--- src/rtl/rilp_pkg.sv ---
// Shared types, constants and the character decode for the radix integer literal parser.
`default_nettype none
package rilp_pkg;

  localparam int unsigned CharW   = 8;
  localparam int unsigned NumW    = 64;
  localparam int unsigned BaseW   = 6;
  localparam int unsigned DigitW  = 7;
  localparam int unsigned ProdW   = NumW + BaseW;
  localparam int unsigned AddrW   = 3;
  localparam int unsigned DataW   = 32;

  localparam logic [CharW-1:0] ChMinus = 8'h2D;  // '-'
  localparam logic [CharW-1:0] ChHash  = 8'h23;  // '#'
  localparam logic [CharW-1:0] ChZero  = 8'h30;  // '0'
  localparam logic [CharW-1:0] ChLowX  = 8'h78;  // 'x'
  localparam logic [CharW-1:0] ChUpX   = 8'h58;  // 'X'

  localparam logic [BaseW-1:0] BaseOct = 6'd8;
  localparam logic [BaseW-1:0] BaseDec = 6'd10;
  localparam logic [BaseW-1:0] BaseHex = 6'd16;
  localparam logic [BaseW-1:0] BaseMin = 6'd2;
  localparam logic [BaseW-1:0] BaseMax = 6'd36;

  // marks a character that is no digit in any base
  localparam logic [DigitW-1:0] DigitBad = 7'd127;

  // largest magnitude the accumulator may reach (that of the most negative value)
  localparam logic [ProdW-1:0] MagLimit = ProdW'(64'h8000_0000_0000_0000);

  // register index, taken from paddr[2]
  localparam logic RegPrefixMode = 1'b0;
  localparam logic RegRadix      = 1'b1;

  typedef enum logic [3:0] {
    PH_START  = 4'b0001,
    PH_DSIGN  = 4'b0010,
    PH_DZERO  = 4'b0100,
    PH_DIGITS = 4'b1000
  } phase_e;

  typedef enum logic [1:0] {
    ST_OK       = 2'd0,
    ST_NODIGITS = 2'd1,
    ST_INVALID  = 2'd2,
    ST_OVERFLOW = 2'd3
  } status_e;

  typedef struct packed {
    logic            invalid;
    logic            overflow;
    logic [NumW-1:0] acc;
  } digit_res_t;

  function automatic logic [DigitW-1:0] char_value(input logic [CharW-1:0] c);
    logic [DigitW-1:0] v;
    v = DigitBad;
    if (c >= 8'h30 && c <= 8'h39) begin
      v = DigitW'(c - 8'h30);
    end else if (c >= 8'h61 && c <= 8'h7A) begin
      v = DigitW'(c - 8'h61 + 8'd10);
    end else if (c >= 8'h41 && c <= 8'h5A) begin
      v = DigitW'(c - 8'h41 + 8'd10);
    end
    return v;
  endfunction

endpackage
`default_nettype wire

--- src/rtl/rilp_in_if.sv ---
// Character stream channel: one character item with its end-of-number flag.
`default_nettype none
interface rilp_in_if;
  import rilp_pkg::*;

  logic             valid;
  logic             ready;
  logic [CharW-1:0] char_code;
  logic             last_char;

  modport source (output valid, char_code, last_char, input ready);
  modport sink   (input valid, char_code, last_char, output ready);
endinterface
`default_nettype wire

--- src/rtl/rilp_out_if.sv ---
// Result channel: parsed value and status.
`default_nettype none
interface rilp_out_if;
  import rilp_pkg::*;

  logic                   valid;
  logic                   ready;
  logic signed [NumW-1:0] number;
  logic [1:0]             status;

  modport source (output valid, number, status, input ready);
  modport sink   (input valid, number, status, output ready);
endinterface
`default_nettype wire

--- src/rtl/rilp_digit.sv ---
// One digit step: decode, multiply-add into the magnitude and range check.
`default_nettype none
module rilp_digit (
  input  logic [rilp_pkg::NumW-1:0]  acc_i,
  input  logic [rilp_pkg::BaseW-1:0] base_i,
  input  logic [rilp_pkg::CharW-1:0] char_i,
  output rilp_pkg::digit_res_t       res_o
);
  import rilp_pkg::*;

  logic [DigitW-1:0] digit;
  logic [ProdW-1:0]  prod;
  logic [ProdW-1:0]  sum;

  assign digit = char_value(char_i);
  assign prod  = ProdW'(acc_i) * ProdW'(base_i);
  assign sum   = prod + ProdW'(digit);

  // acc*base + d > 2^63 is the same test as acc > (2^63 - d) / base
  assign res_o.invalid  = digit >= DigitW'(base_i);
  assign res_o.overflow = sum > MagLimit;
  assign res_o.acc      = sum[NumW-1:0];

endmodule
`default_nettype wire

--- src/rtl/radix_integer_literal_parser_unit.sv ---
// Radix integer literal parser: top level with config registers and parse state.
// Pipeline: a character item is taken into the input register and parsed from there;
//   a result is written to the result register when its last character is parsed.
// Throughput: one character per cycle while no last character waits on a full result slot.
// Reset: config returns to plain mode, radix ten; parse state to start of number.
`default_nettype none
module radix_integer_literal_parser_unit (
  input  logic                       clk_i,
  input  logic                       rst_ni,
  rilp_in_if.sink                    in_i,
  rilp_out_if.source                 out_o,
  input  logic                       psel,
  input  logic                       penable,
  input  logic                       pwrite,
  input  logic [rilp_pkg::AddrW-1:0] paddr,
  input  logic [rilp_pkg::DataW-1:0] pwdata,
  output logic [rilp_pkg::DataW-1:0] prdata,
  output logic                       pready
);
  import rilp_pkg::*;

  // configuration
  logic             mode_q;
  logic [BaseW-1:0] radix_q;
  logic             cfg_wr;

  // input register
  logic             in_valid_q;
  logic [CharW-1:0] in_char_q;
  logic             in_last_q;

  // parse state
  logic [NumW-1:0]  acc_q, acc_d;
  logic             neg_q, neg_d;
  phase_e           phase_q, phase_d;
  logic [BaseW-1:0] base_q, base_d;
  logic             seen_q, seen_d;
  status_e          err_q, err_d;

  // result register
  logic             out_valid_q;
  logic [NumW-1:0]  out_mag_q;
  logic             out_neg_q;
  status_e          out_status_q;

  logic             out_free;
  logic             proc_fire;
  logic [BaseW-1:0] radix_clamped;
  logic [BaseW-1:0] dig_base;
  digit_res_t       dig;
  status_e          res_status;
  logic [NumW-1:0]  res_mag;

  // APB port
  assign pready = 1'b1;
  assign cfg_wr = psel && penable && pwrite;

  always_comb begin
    case (paddr[2])
      RegPrefixMode: prdata = DataW'(mode_q);
      RegRadix:      prdata = DataW'(radix_q);
      default:       prdata = '0;
    endcase
  end

  always_ff @(posedge clk_i or negedge rst_ni) begin
    if (!rst_ni) begin
      mode_q  <= 1'b0;
      radix_q <= BaseDec;
    end else if (cfg_wr) begin
      case (paddr[2])
        RegPrefixMode: mode_q  <= pwdata[0];
        RegRadix:      radix_q <= pwdata[BaseW-1:0];
        default:       mode_q  <= mode_q;
      endcase
    end
  end

  // handshake: a character moves on unless it ends a number and the result slot is full
  assign out_free  = !out_valid_q || out_o.ready;
  assign proc_fire = in_valid_q && (!in_last_q || out_free);
  assign in_i.ready = !in_valid_q || proc_fire;

  always_ff @(posedge clk_i or negedge rst_ni) begin
    if (!rst_ni) begin
      in_valid_q <= 1'b0;
    end else if (in_i.ready) begin
      in_valid_q <= in_i.valid;
    end
  end

  always_ff @(posedge clk_i) begin
    if (in_i.valid && in_i.ready) begin
      in_char_q <= in_i.char_code;
      in_last_q <= in_i.last_char;
    end
  end

  always_comb begin
    if (radix_q < BaseMin) begin
      radix_clamped = BaseMin;
    end else if (radix_q > BaseMax) begin
      radix_clamped = BaseMax;
    end else begin
      radix_clamped = radix_q;
    end
  end

  // base for a digit taken in this cycle; an unprefixed first digit in decode mode is decimal
  always_comb begin
    if (phase_q == PH_START && !mode_q) begin
      dig_base = radix_clamped;
    end else if (phase_q == PH_START || phase_q == PH_DSIGN) begin
      dig_base = BaseDec;
    end else begin
      dig_base = base_q;
    end
  end

  rilp_digit u_digit (
    .acc_i  (acc_q),
    .base_i (dig_base),
    .char_i (in_char_q),
    .res_o  (dig)
  );

  always_comb begin
    logic take_dig;
    logic lead;
    take_dig = 1'b0;
    lead     = 1'b0;
    acc_d    = acc_q;
    neg_d    = neg_q;
    phase_d  = phase_q;
    base_d   = base_q;
    seen_d   = seen_q;
    err_d    = err_q;

    if (err_q == ST_OK) begin
      case (phase_q)
        PH_START: begin
          if (mode_q) begin
            if (in_char_q == ChMinus) begin
              neg_d   = 1'b1;
              phase_d = PH_DSIGN;
            end else begin
              lead = 1'b1;
            end
          end else begin
            base_d  = radix_clamped;
            phase_d = PH_DIGITS;
            if (in_char_q == ChMinus) begin
              neg_d = 1'b1;
            end else begin
              take_dig = 1'b1;
            end
          end
        end
        PH_DSIGN: lead = 1'b1;
        PH_DZERO: begin
          phase_d = PH_DIGITS;
          if (in_char_q == ChLowX || in_char_q == ChUpX) begin
            base_d = BaseHex;
            seen_d = 1'b0;
          end else begin
            take_dig = 1'b1;
          end
        end
        PH_DIGITS: take_dig = 1'b1;
        default:   phase_d = PH_START;
      endcase

      if (lead) begin
        if (in_char_q == ChZero) begin
          base_d  = BaseOct;
          seen_d  = 1'b1;
          phase_d = PH_DZERO;
        end else if (in_char_q == ChHash) begin
          base_d  = BaseHex;
          phase_d = PH_DIGITS;
        end else begin
          base_d   = BaseDec;
          phase_d  = PH_DIGITS;
          take_dig = 1'b1;
        end
      end

      if (take_dig) begin
        if (dig.invalid) begin
          err_d = ST_INVALID;
        end else if (dig.overflow) begin
          err_d = ST_OVERFLOW;
        end else begin
          acc_d  = dig.acc;
          seen_d = 1'b1;
        end
      end
    end
  end

  // final status; the sign itself is applied on the output side
  always_comb begin
    res_status = err_d;
    if (res_status == ST_OK && !seen_d) begin
      res_status = ST_NODIGITS;
    end else if (res_status == ST_OK && !neg_d && acc_d[NumW-1]) begin
      res_status = ST_OVERFLOW;
    end
    res_mag = (res_status == ST_OK) ? acc_d : '0;
  end

  always_ff @(posedge clk_i or negedge rst_ni) begin
    if (!rst_ni) begin
      acc_q   <= '0;
      neg_q   <= 1'b0;
      phase_q <= PH_START;
      base_q  <= BaseDec;
      seen_q  <= 1'b0;
      err_q   <= ST_OK;
    end else if (proc_fire) begin
      if (in_last_q) begin
        acc_q   <= '0;
        neg_q   <= 1'b0;
        phase_q <= PH_START;
        base_q  <= BaseDec;
        seen_q  <= 1'b0;
        err_q   <= ST_OK;
      end else begin
        acc_q   <= acc_d;
        neg_q   <= neg_d;
        phase_q <= phase_d;
        base_q  <= base_d;
        seen_q  <= seen_d;
        err_q   <= err_d;
      end
    end
  end

  always_ff @(posedge clk_i or negedge rst_ni) begin
    if (!rst_ni) begin
      out_valid_q <= 1'b0;
    end else if (proc_fire && in_last_q) begin
      out_valid_q <= 1'b1;
    end else if (out_o.ready) begin
      out_valid_q <= 1'b0;
    end
  end

  always_ff @(posedge clk_i) begin
    if (proc_fire && in_last_q) begin
      out_mag_q    <= res_mag;
      out_neg_q    <= neg_d;
      out_status_q <= res_status;
    end
  end

  assign out_o.valid  = out_valid_q;
  assign out_o.status = out_status_q;
  assign out_o.number = out_neg_q ? $signed(NumW'(0) - out_mag_q) : $signed(out_mag_q);

  // a failed parse carries no magnitude
  assert property (@(posedge clk_i) disable iff (!rst_ni)
    out_valid_q && out_status_q != ST_OK |-> out_mag_q == '0)
    else $error("non-zero magnitude with an error status");

  // the first error stays until the number ends
  assert property (@(posedge clk_i) disable iff (!rst_ni)
    proc_fire && !in_last_q && err_q != ST_OK |=> err_q == $past(err_q))
    else $error("error code changed in mid-number");

  // the end of a number leaves a clean state
  assert property (@(posedge clk_i) disable iff (!rst_ni)
    proc_fire && in_last_q |=> phase_q == PH_START && err_q == ST_OK && !seen_q)
    else $error("parse state not cleared after a number");

  // a leading zero in decode mode means octal with a digit already seen
  assert property (@(posedge clk_i) disable iff (!rst_ni)
    phase_q == PH_DZERO |-> base_q == BaseOct && seen_q)
    else $error("octal lead state inconsistent");

  // the magnitude never passes 2^63
  assert property (@(posedge clk_i) disable iff (!rst_ni)
    acc_q[NumW-1] |-> acc_q[NumW-2:0] == '0)
    else $error("accumulator beyond the signed range");

endmodule
`default_nettype wire

--- src/flat_wrapper.sv ---
// flat-port wrapper written by rule: the top's interface ports become plain ports
module radix_integer_literal_parser_unit_flat import rilp_pkg::*;
  (clk_i, rst_ni, psel, penable, pwrite, paddr, pwdata, prdata, pready, in_i_valid, in_i_char_code, in_i_last_char, in_i_ready, out_o_valid, out_o_number, out_o_status, out_o_ready);
  rilp_in_if in_i_i ();
  rilp_out_if out_o_i ();
  input  logic clk_i;
  input  logic rst_ni;
  input  logic psel;
  input  logic penable;
  input  logic pwrite;
  input  logic [rilp_pkg::AddrW-1:0] paddr;
  input  logic [rilp_pkg::DataW-1:0] pwdata;
  output logic [rilp_pkg::DataW-1:0] prdata;
  output logic pready;
  input wire logic [$bits(in_i_i.valid)-1:0] in_i_valid;
  input wire logic [$bits(in_i_i.char_code)-1:0] in_i_char_code;
  input wire logic [$bits(in_i_i.last_char)-1:0] in_i_last_char;
  output wire logic [$bits(in_i_i.ready)-1:0] in_i_ready;
  output wire logic [$bits(out_o_i.valid)-1:0] out_o_valid;
  output wire logic [$bits(out_o_i.number)-1:0] out_o_number;
  output wire logic [$bits(out_o_i.status)-1:0] out_o_status;
  input wire logic [$bits(out_o_i.ready)-1:0] out_o_ready;
  assign in_i_i.valid = in_i_valid;
  assign in_i_i.char_code = in_i_char_code;
  assign in_i_i.last_char = in_i_last_char;
  assign in_i_ready = in_i_i.ready;
  assign out_o_valid = out_o_i.valid;
  assign out_o_number = out_o_i.number;
  assign out_o_status = out_o_i.status;
  assign out_o_i.ready = out_o_ready;
  radix_integer_literal_parser_unit u_core (.clk_i(clk_i), .rst_ni(rst_ni), .in_i(in_i_i), .out_o(out_o_i), .psel(psel), .penable(penable), .pwrite(pwrite), .paddr(paddr), .pwdata(pwdata), .prdata(prdata), .pready(pready));
endmodule
--- config.mk ---
export PLATFORM = sky130hd
export DESIGN_NAME = radix_integer_literal_parser_unit_flat
export DESIGN_NICKNAME = d
export VERILOG_FILES = /design/src/rtl/rilp_pkg.sv /design/src/rtl/rilp_in_if.sv /design/src/rtl/rilp_out_if.sv /design/src/rtl/rilp_digit.sv /design/src/rtl/radix_integer_literal_parser_unit.sv /design/src/flat_wrapper.sv
export SDC_FILE = /design/constraint.sdc
export NUM_CORES = 1
export LEC_CHECK = 0
export ABC_AREA = 1
export BUFFER_PORTS_ARGS = -buffer_cell sky130_fd_sc_hd__buf_4
export CELL_PAD_IN_SITES_DETAIL_PLACEMENT = 0
export CELL_PAD_IN_SITES_GLOBAL_PLACEMENT = 1
export CORE_ASPECT_RATIO = 1.75
export CORE_UTILIZATION = 50
export CTS_CLUSTER_SIZE = 20
export DETAILED_ROUTE_END_ITERATION = 10
export PLACE_DENSITY = 0.92
export SLEW_MARGIN = 10
export SYNTH_ARGS = -nofsm -noshare
export SYNTH_HDL_FRONTEND = slang
export SYNTH_HIERARCHICAL = 1
export SYNTH_SLANG_ARGS = --single-unit
--- constraint.sdc ---
create_clock -name clk_i -period 14.7 [get_ports clk_i]
set_input_delay 0.735 -clock clk_i [delete_from_list [all_inputs] [get_ports clk_i]]
set_output_delay 0.735 -clock clk_i [all_outputs]
set_load 0.02 [all_outputs]
==> flow_metrics.py, run 1 <==
metrics = {
    "cts": {
        "cts_inserted_buffers": 17,
        "clock_insertion_delay_worst_skew_ns": 0.47,
        "cts.htree.levels": 4,
        "cts.sinks": 163,
        "cts_tree": "yes",
        "cts-resized-gates": 0,
        "cts_setup_buffers": 0,
        "clk_path_buf_depth": 2,
        "cts_root_buf": "clkbuf_16",
        "clk_pin_slew_ns": 0.09,
        "cts_hold_buf": 0,
    },
    "power_and_ir_drop": {
        "pwr_density_cell_nw_per_um2": 114,
        "vdd_drop_max_v": 0.000141,
        "cellLeakagePower_nw": 17.5,
    },
    "sta": {
        "clock-skew-final_ns": 0.0254,
        "holdWs_ns": 0.163,
        "setup_viol": 0,
        "fin_tns_setup_ns": 0,
        "timing.final.crit_share_pct": 68.4,
        "slew_viol_final": 0,
        "slew_headroom_pct": 23.3,
        "hold_violations": 0,
        "worstMarginPinSlew_ns": 1.15,
        "rsz0062_at_grt": "no",
        "clock.fmax_mhz": 99.4,
        "period_minus_slack_ns": 10.06,
    },
    "layout": {
        "layout-drive-gt1-share_pct": 8.04,
        "final_net_count": 4358,
        "syn_to_final_growth_pct": 7.30,
        "final_cell_count_no_fill": 4573,
        "diodes": 0,
        "final_cell_area_um2": 27700,
    },
    "drt": {
        "drt-pass1-iter-count": 6,
        "routed_wirelength_mm": 79.9,
        "viasPerCell": 5.15,
        "dr_wl_met3_mm": 3.54,
        "drt_iter0_markers": 1463,
        "top_layer": "met4",
        "wl_met2_mm": 41.5,
        "routed-via-count": 23600,
        "ant_nets": 0,
        "wl_met1_mm": 30.4,
        "wire_per_inst_um": 17.5,
        "drc": 0,
    },
    "floorplan": {
        "row_count": 109,
        "start_util_pct": 51.0,
        "fp.dieW_um": 174,
        "die_h_um": 303,
        "core_um2": 50700,
        "die_area_um2": 52700,
        "io_pins": 152,
    },
    "placed_design": {
        "hpwl_mm": 65.9,
        "place_inst": 4541,
        "dpl_cell_area_um2": 27100,
        "io_buffers": 96,
        "place_congestion": 0.994,
    },
    "worst_setup_path": {
        "worst_path_dominant_cell_family": "simple AND/OR/NAND/NOR gates",
        "cp.depth": 36,
        "worst-setup-path-type": "flip-flop to flip-flop",
        "start_kind": "flip-flop",
        "max_stage_delay_ns": 0.74,
        "cp_max_fo": 67,
        "cp.required_ns": 14.88,
        "crit_start": "u_core/phase_q[3]",
        "r2r-start": "u_core/phase_q[3]",
        "reg2reg_setup_slack_ns": 4.64,
        "reg2regPathDepth": 36,
        "path_buf_inv": 5,
        "crit_slowest_cell": "o21ai_0",
        "crit_top_cell": "nand2_1",
        "cp-end-kind": "flip-flop",
        "worst_ep_arrival_time_ns": 10.23,
    },
    "synth": {
        "synth_top_flop_cell": "dfrtp_1",
        "synthCells": 3851,
        "synth_cell_types": 57,
        "yosysWarnings": 6,
        "ys_ff_latch": 163,
        "synthArstFlopShare_pct": 53.4,
        "avgSynthCellArea_um2": 6.72,
        "ys_seq_area_share_pct": 17.3,
        "synth_edf_count": 76,
        "synth_area_um2": 25900,
    },
    "global_route": {
        "overflow": 0,
        "antenna_found_initial": 0,
        "grt_max_degree": 68,
        "grt_pass1_vias": 24000,
        "grt_pass1_wl_mm": 126,
        "grtUsageTotal_pct": 31.1,
    },
    "worst_hold_path": {
        "hold_path.class": "primary input to async pin",
    },
    "job": {
        "drv_cap": 0,
    },
    "status": {
        "status": "completed",
    },
}
## report_power, final
| group | total, mW | switching, mW | internal (mW) |
|---|---|---|---|
| sequential | 0.682 | 0.121 | 0.561 |
| clock | 0.493 | 0.219 | 0.273 |
| combinational | 1.99 | 1.37 | 0.619 |
## Yosys cell counts, drive strengths merged (5+ instances only)
cell	count	area, um2
o22ai	66	413
clkbuf	61	229
fa	253	5060
o21ai	121	613
dfstp	5	131
nand3	98	533
a21oi	90	462
buf	51	354
dfrtp	82	2050
xor2	69	612
a31oi	5	31.3
nor3	28	198
edfxtp	76	2280
nand2	1244	4740
nand3b	21	158
nor4	7	43.8
nor2	351	1570
xnor2	22	193
o21bai	7	52.6
clkinv	5	18.8
nand4	42	263
or2	5	31.3
ha	160	2000
inv	949	3560
## worst paths after layout
check	end
hold reg to reg	u_core/base_q[3]
hold / removal	u_core/acc_q[16]
setup / recovery	u_core/out_mag_q[18]
setup reg to reg	u_core/out_mag_q[18]
max in group asynchronous	u_core/base_q[0]
min in group clk_i	u_core/in_char_q[4]
## sequential cells by signal (all words and copies together) (netlist names)
signal / count
u_core/acc_q: 64
u_core/base_q: 6
u_core/err_q: 2
u_core/in_char_q: 8
u_core/in_last_q: 1
u_core/in_valid_q: 1
u_core/mode_q: 1
u_core/neg_q: 1
u_core/out_mag_q: 64
u_core/out_neg_q: 1
u_core/out_o.status: 2
u_core/out_o.valid: 1
u_core/phase_q: 4
u_core/radix_q: 6
u_core/seen_q: 1
## through the flow
stage	utilization (%)	setup slack [ns]	total power, mW
after floorplan	-	7.68	2.06
after global placement	53.5	4.91	2.63
after detailed placement	53.5	4.81	2.66
after CTS	54.7	4.76	3.17
after global routing	54.7	4.10	3.42
final	54.7	4.64	3.17
## layout by cell type, fill, tap and decap left out, drive strengths merged, types with 7 or more instances in the layout
cell / netlist / routed
nor4: 7 / 7
edfxtp: 76 / 76
clkbuf: 61 / 18
fa: 253 / 253
o21ai: 121 / 121
dfrtp: 82 / 82
nand3: 98 / 98
ha: 160 / 160
nor3: 28 / 28
nand4: 42 / 42
xor2: 69 / 69
nand3b: 21 / 21
nand2: 1244 / 1244
inv: 949 / 957
conb: 2 / 27
o22ai: 66 / 66
o21bai: 7 / 7
nor2: 351 / 351
xnor2: 22 / 22
buf: 51 / 111
clkinv: 5 / 7
a21oi: 90 / 90
## cell type report
cell class / instances / area (um2)
repair buffers: 111 / 846
clock buffers: 18 / 429
inverters: 954 / 3580
clock inverters: 14 / 190
fillers: 5175 / 23000
flip-flops and latches: 163 / 4470
well taps: 666 / 833
multi-input cells: 2647 / 17400
## per-layer routing
metal | up-vias | global-route usage [%]
met1 | 11100 | 34.6
met4 | 0 | 16.9
met2 | 718 | 58.1
met3 | 185 | 3.07
li1 | 11500 | -
met5 | - | 0
## cell families (layout without fill, tap and decap cells)
family,count (synthesis),in the layout,share of synthesized area [%]
AOI/OAI and AO/OA,312,312,6.78
xor gates and xnor gates,91,91,3.11
adders and majority gates,413,413,27.3
buffers and inverters,1066,1097,16.1
DFF,163,163,17.3
muxes,3,3,0.131
other,2,27,0.0290
and+or+nand+nor,1801,1801,29.3
Note: power is estimated with default switching activity, not from simulation.
==> run 2, diff against run 1 <==
Settings changed: CORE_UTILIZATION 50 to 42, PLACE_DENSITY 0.92 to 0.83.
Clock period 14.7 ns to 9.1 ns, I/O delays scaled along.
==> flow_metrics.py, run 2 (synthesized netlist as in run 1, its figures left out) <==
metrics = {
    "floorplan": {
        "io_pins": 152,
        "fp.dieW_um": 190,
        "row_count": 120,
        "die_area_um2": 62600,
        "core_um2": 61000,
        "die_h_um": 330,
        "start_util_pct": 42.4,
    },
    "cts": {
        "cts.htree.levels": 4,
        "cts.sinks": 163,
        "cts_setup_buffers": 0,
        "cts_tree": "yes",
        "cts_root_buf": "clkbuf_16",
        "clk_pin_slew_ns": 0.08,
        "clk_path_buf_depth": 2,
        "clock_insertion_delay_worst_skew_ns": 0.44,
        "cts_inserted_buffers": 17,
    },
    "placed_design": {
        "io_buffers": 96,
        "place_congestion": 0.960,
        "hpwl_mm": 69.5,
        "place_ws_ns": 0.695,
    },
    "worst_setup_path": {
        "crit_slowest_cell": "o21ai_0",
        "r2r-end": "u_core/out_mag_q[12]",
        "reg2regPathDepth": 37,
        "worst_ep_arrival_time_ns": 8.75,
        "crit_start": "u_core/phase_q[0]",
        "max_stage_delay_ns": 0.59,
        "critPathCapture": "u_core/out_mag_q[12]",
        "cp.required_ns": 9.27,
        "worst-setup-path-type": "flip-flop to flip-flop",
        "crit_top_cell": "nand2_1",
        "cp_max_fo": 126,
        "r2r-start": "u_core/phase_q[0]",
        "reg2reg_setup_slack_ns": 0.52,
        "cp-end-kind": "flip-flop",
        "start_kind": "flip-flop",
    },
    "layout": {
        "fill_cells": 6446,
        "final_cell_mix": "nand2_1, inv_1, nor2_1, fa_1, ha_1",
        "reg_top3": "u_core/acc_q x64, u_core/out_mag_q x64, u_core/in_char_q x8",
        "syn_to_final_growth_pct": 8.71,
        "final_common_cell": "nand2_1",
        "final_net_count": 4378,
        "layout-drive-gt1-share_pct": 8.40,
    },
    "drt": {
        "ant_nets": 0,
        "drc": 0,
        "routed_wirelength_mm": 82.1,
        "wire_per_inst_um": 17.4,
        "drt_iter0_markers": 1355,
        "routed-via-count": 23400,
        "viasPerCell": 4.96,
        "drt-pass1-iter-count": 5,
    },
    "status": {
        "status": "completed",
    },
    "global_route": {
        "overflow": 0,
        "grt_pass1_wl_mm": 130,
        "grt_pass1_vias": 23900,
        "antenna_found_initial": 1,
        "grtUsageTotal_pct": 26.9,
        "grt_max_degree": 127,
    },
    "power_and_ir_drop": {
        "cellLeakagePower_nw": 17.6,
        "pwr_density_cell_nw_per_um2": 186,
        "vdd_drop_max_v": 0.000227,
    },
    "job": {
        "drv_cap": 0,
    },
    "sta": {
        "slew_viol_final": 0,
        "clock.fmax_mhz": 117,
        "rsz0062_at_grt": "no",
        "setup_viol": 0,
        "finalWorstSetupSlack_ns": 0.518,
        "fin_tns_setup_ns": 0,
        "worstMarginPinSlew_ns": 0.846,
        "hold_violations": 0,
        "period_minus_slack_ns": 8.58,
        "timing.final.crit_share_pct": 94.3,
        "clock-skew-final_ns": 0.0168,
        "slew_headroom_pct": 43.6,
    },
    "worst_hold_path": {
        "hold_path.class": "primary input to flip-flop",
    },
}
run 2: what timing repair did:
| item | in CTS | in global routing |
|---|---|---|
| hold buffers | 1 | 0 |
| hold endpoints to repair | 13 | 0 |
| resized for setup | 0 | 0 |
| setup endpoints to repair | 0 | 0 |
run 2: layout make-up:
type	instances	area, um2	share of cell area, %
clock inverter	8	88.8	0.316
clock buffer	24	494	1.76
inverter	954	3580	12.7
sequential	163	4470	15.9
antenna	1	2.50	0.00890
tap	793	992	3.53
timing repair buffer	131	1090	3.86
multi-input combinational	2647	17400	61.9
run 2: through the flow:
stage | utilization (%) | hold slack [ns] | power (mW) | area, um2 | std cells
after floorplan | - | 0.159 | 3.33 | 26000 | 3876
after global placement | 45.1 | 0.445 | 4.47 | 27500 | 4687
after detailed placement | 45.1 | 0.449 | 4.50 | 27500 | 4687
after CTS | 46.1 | 0.169 | 5.25 | 28100 | 4720
after global routing | 46.1 | 0.175 | 5.66 | 28100 | 4721
final | 46.1 | 0.191 | 5.23 | 28100 | 4721
run 2: power by group:
part	internal, mW	total [mW]	switching, mW
Combinational	1.12	3.38	2.26
Sequential	0.906	1.12	0.217
Clock	0.415	0.725	0.309
Total	2.44	5.23	2.79
run 2: worst min-delay path by stage:
stage                 startpoint                   to  slack (ns)  depth (start not counted)
2_1_floorplan             rst_ni      u_core/acc_q[0]        0.16                          0
6_report       in_i_char_code[3]  u_core/in_char_q[3]        0.19                          1
5_1_grt        in_i_char_code[3]  u_core/in_char_q[3]        0.18                          1
4_1_cts        in_i_char_code[4]  u_core/in_char_q[4]        0.17                          1
3_5_place_dp              rst_ni      u_core/acc_q[0]        0.45                          1
3_3_place_gp              rst_ni      u_core/acc_q[0]        0.45                          1
run 2: worst max-delay path, delay by kind of cell, from the launching register on:
family                     cells  cell delay, ns
xor gates and xnor gates       1            0.48
buffers and inverters          8            1.14
and+or+nand+nor               21            2.93
DFF                            1            0.53
adders and majority gates      5            2.32
AOI/OAI and AO/OA              2            0.68
run 2: per-layer routing:
layer	vias to the layer above	share of wire, %	GRT usage (%)
li1	11600	-	-
met1	11100	39	30.4
met2	579	52	50.1
met3	150	3.4	1.69
met4	0	5.9	14.7
met5	-	0	0
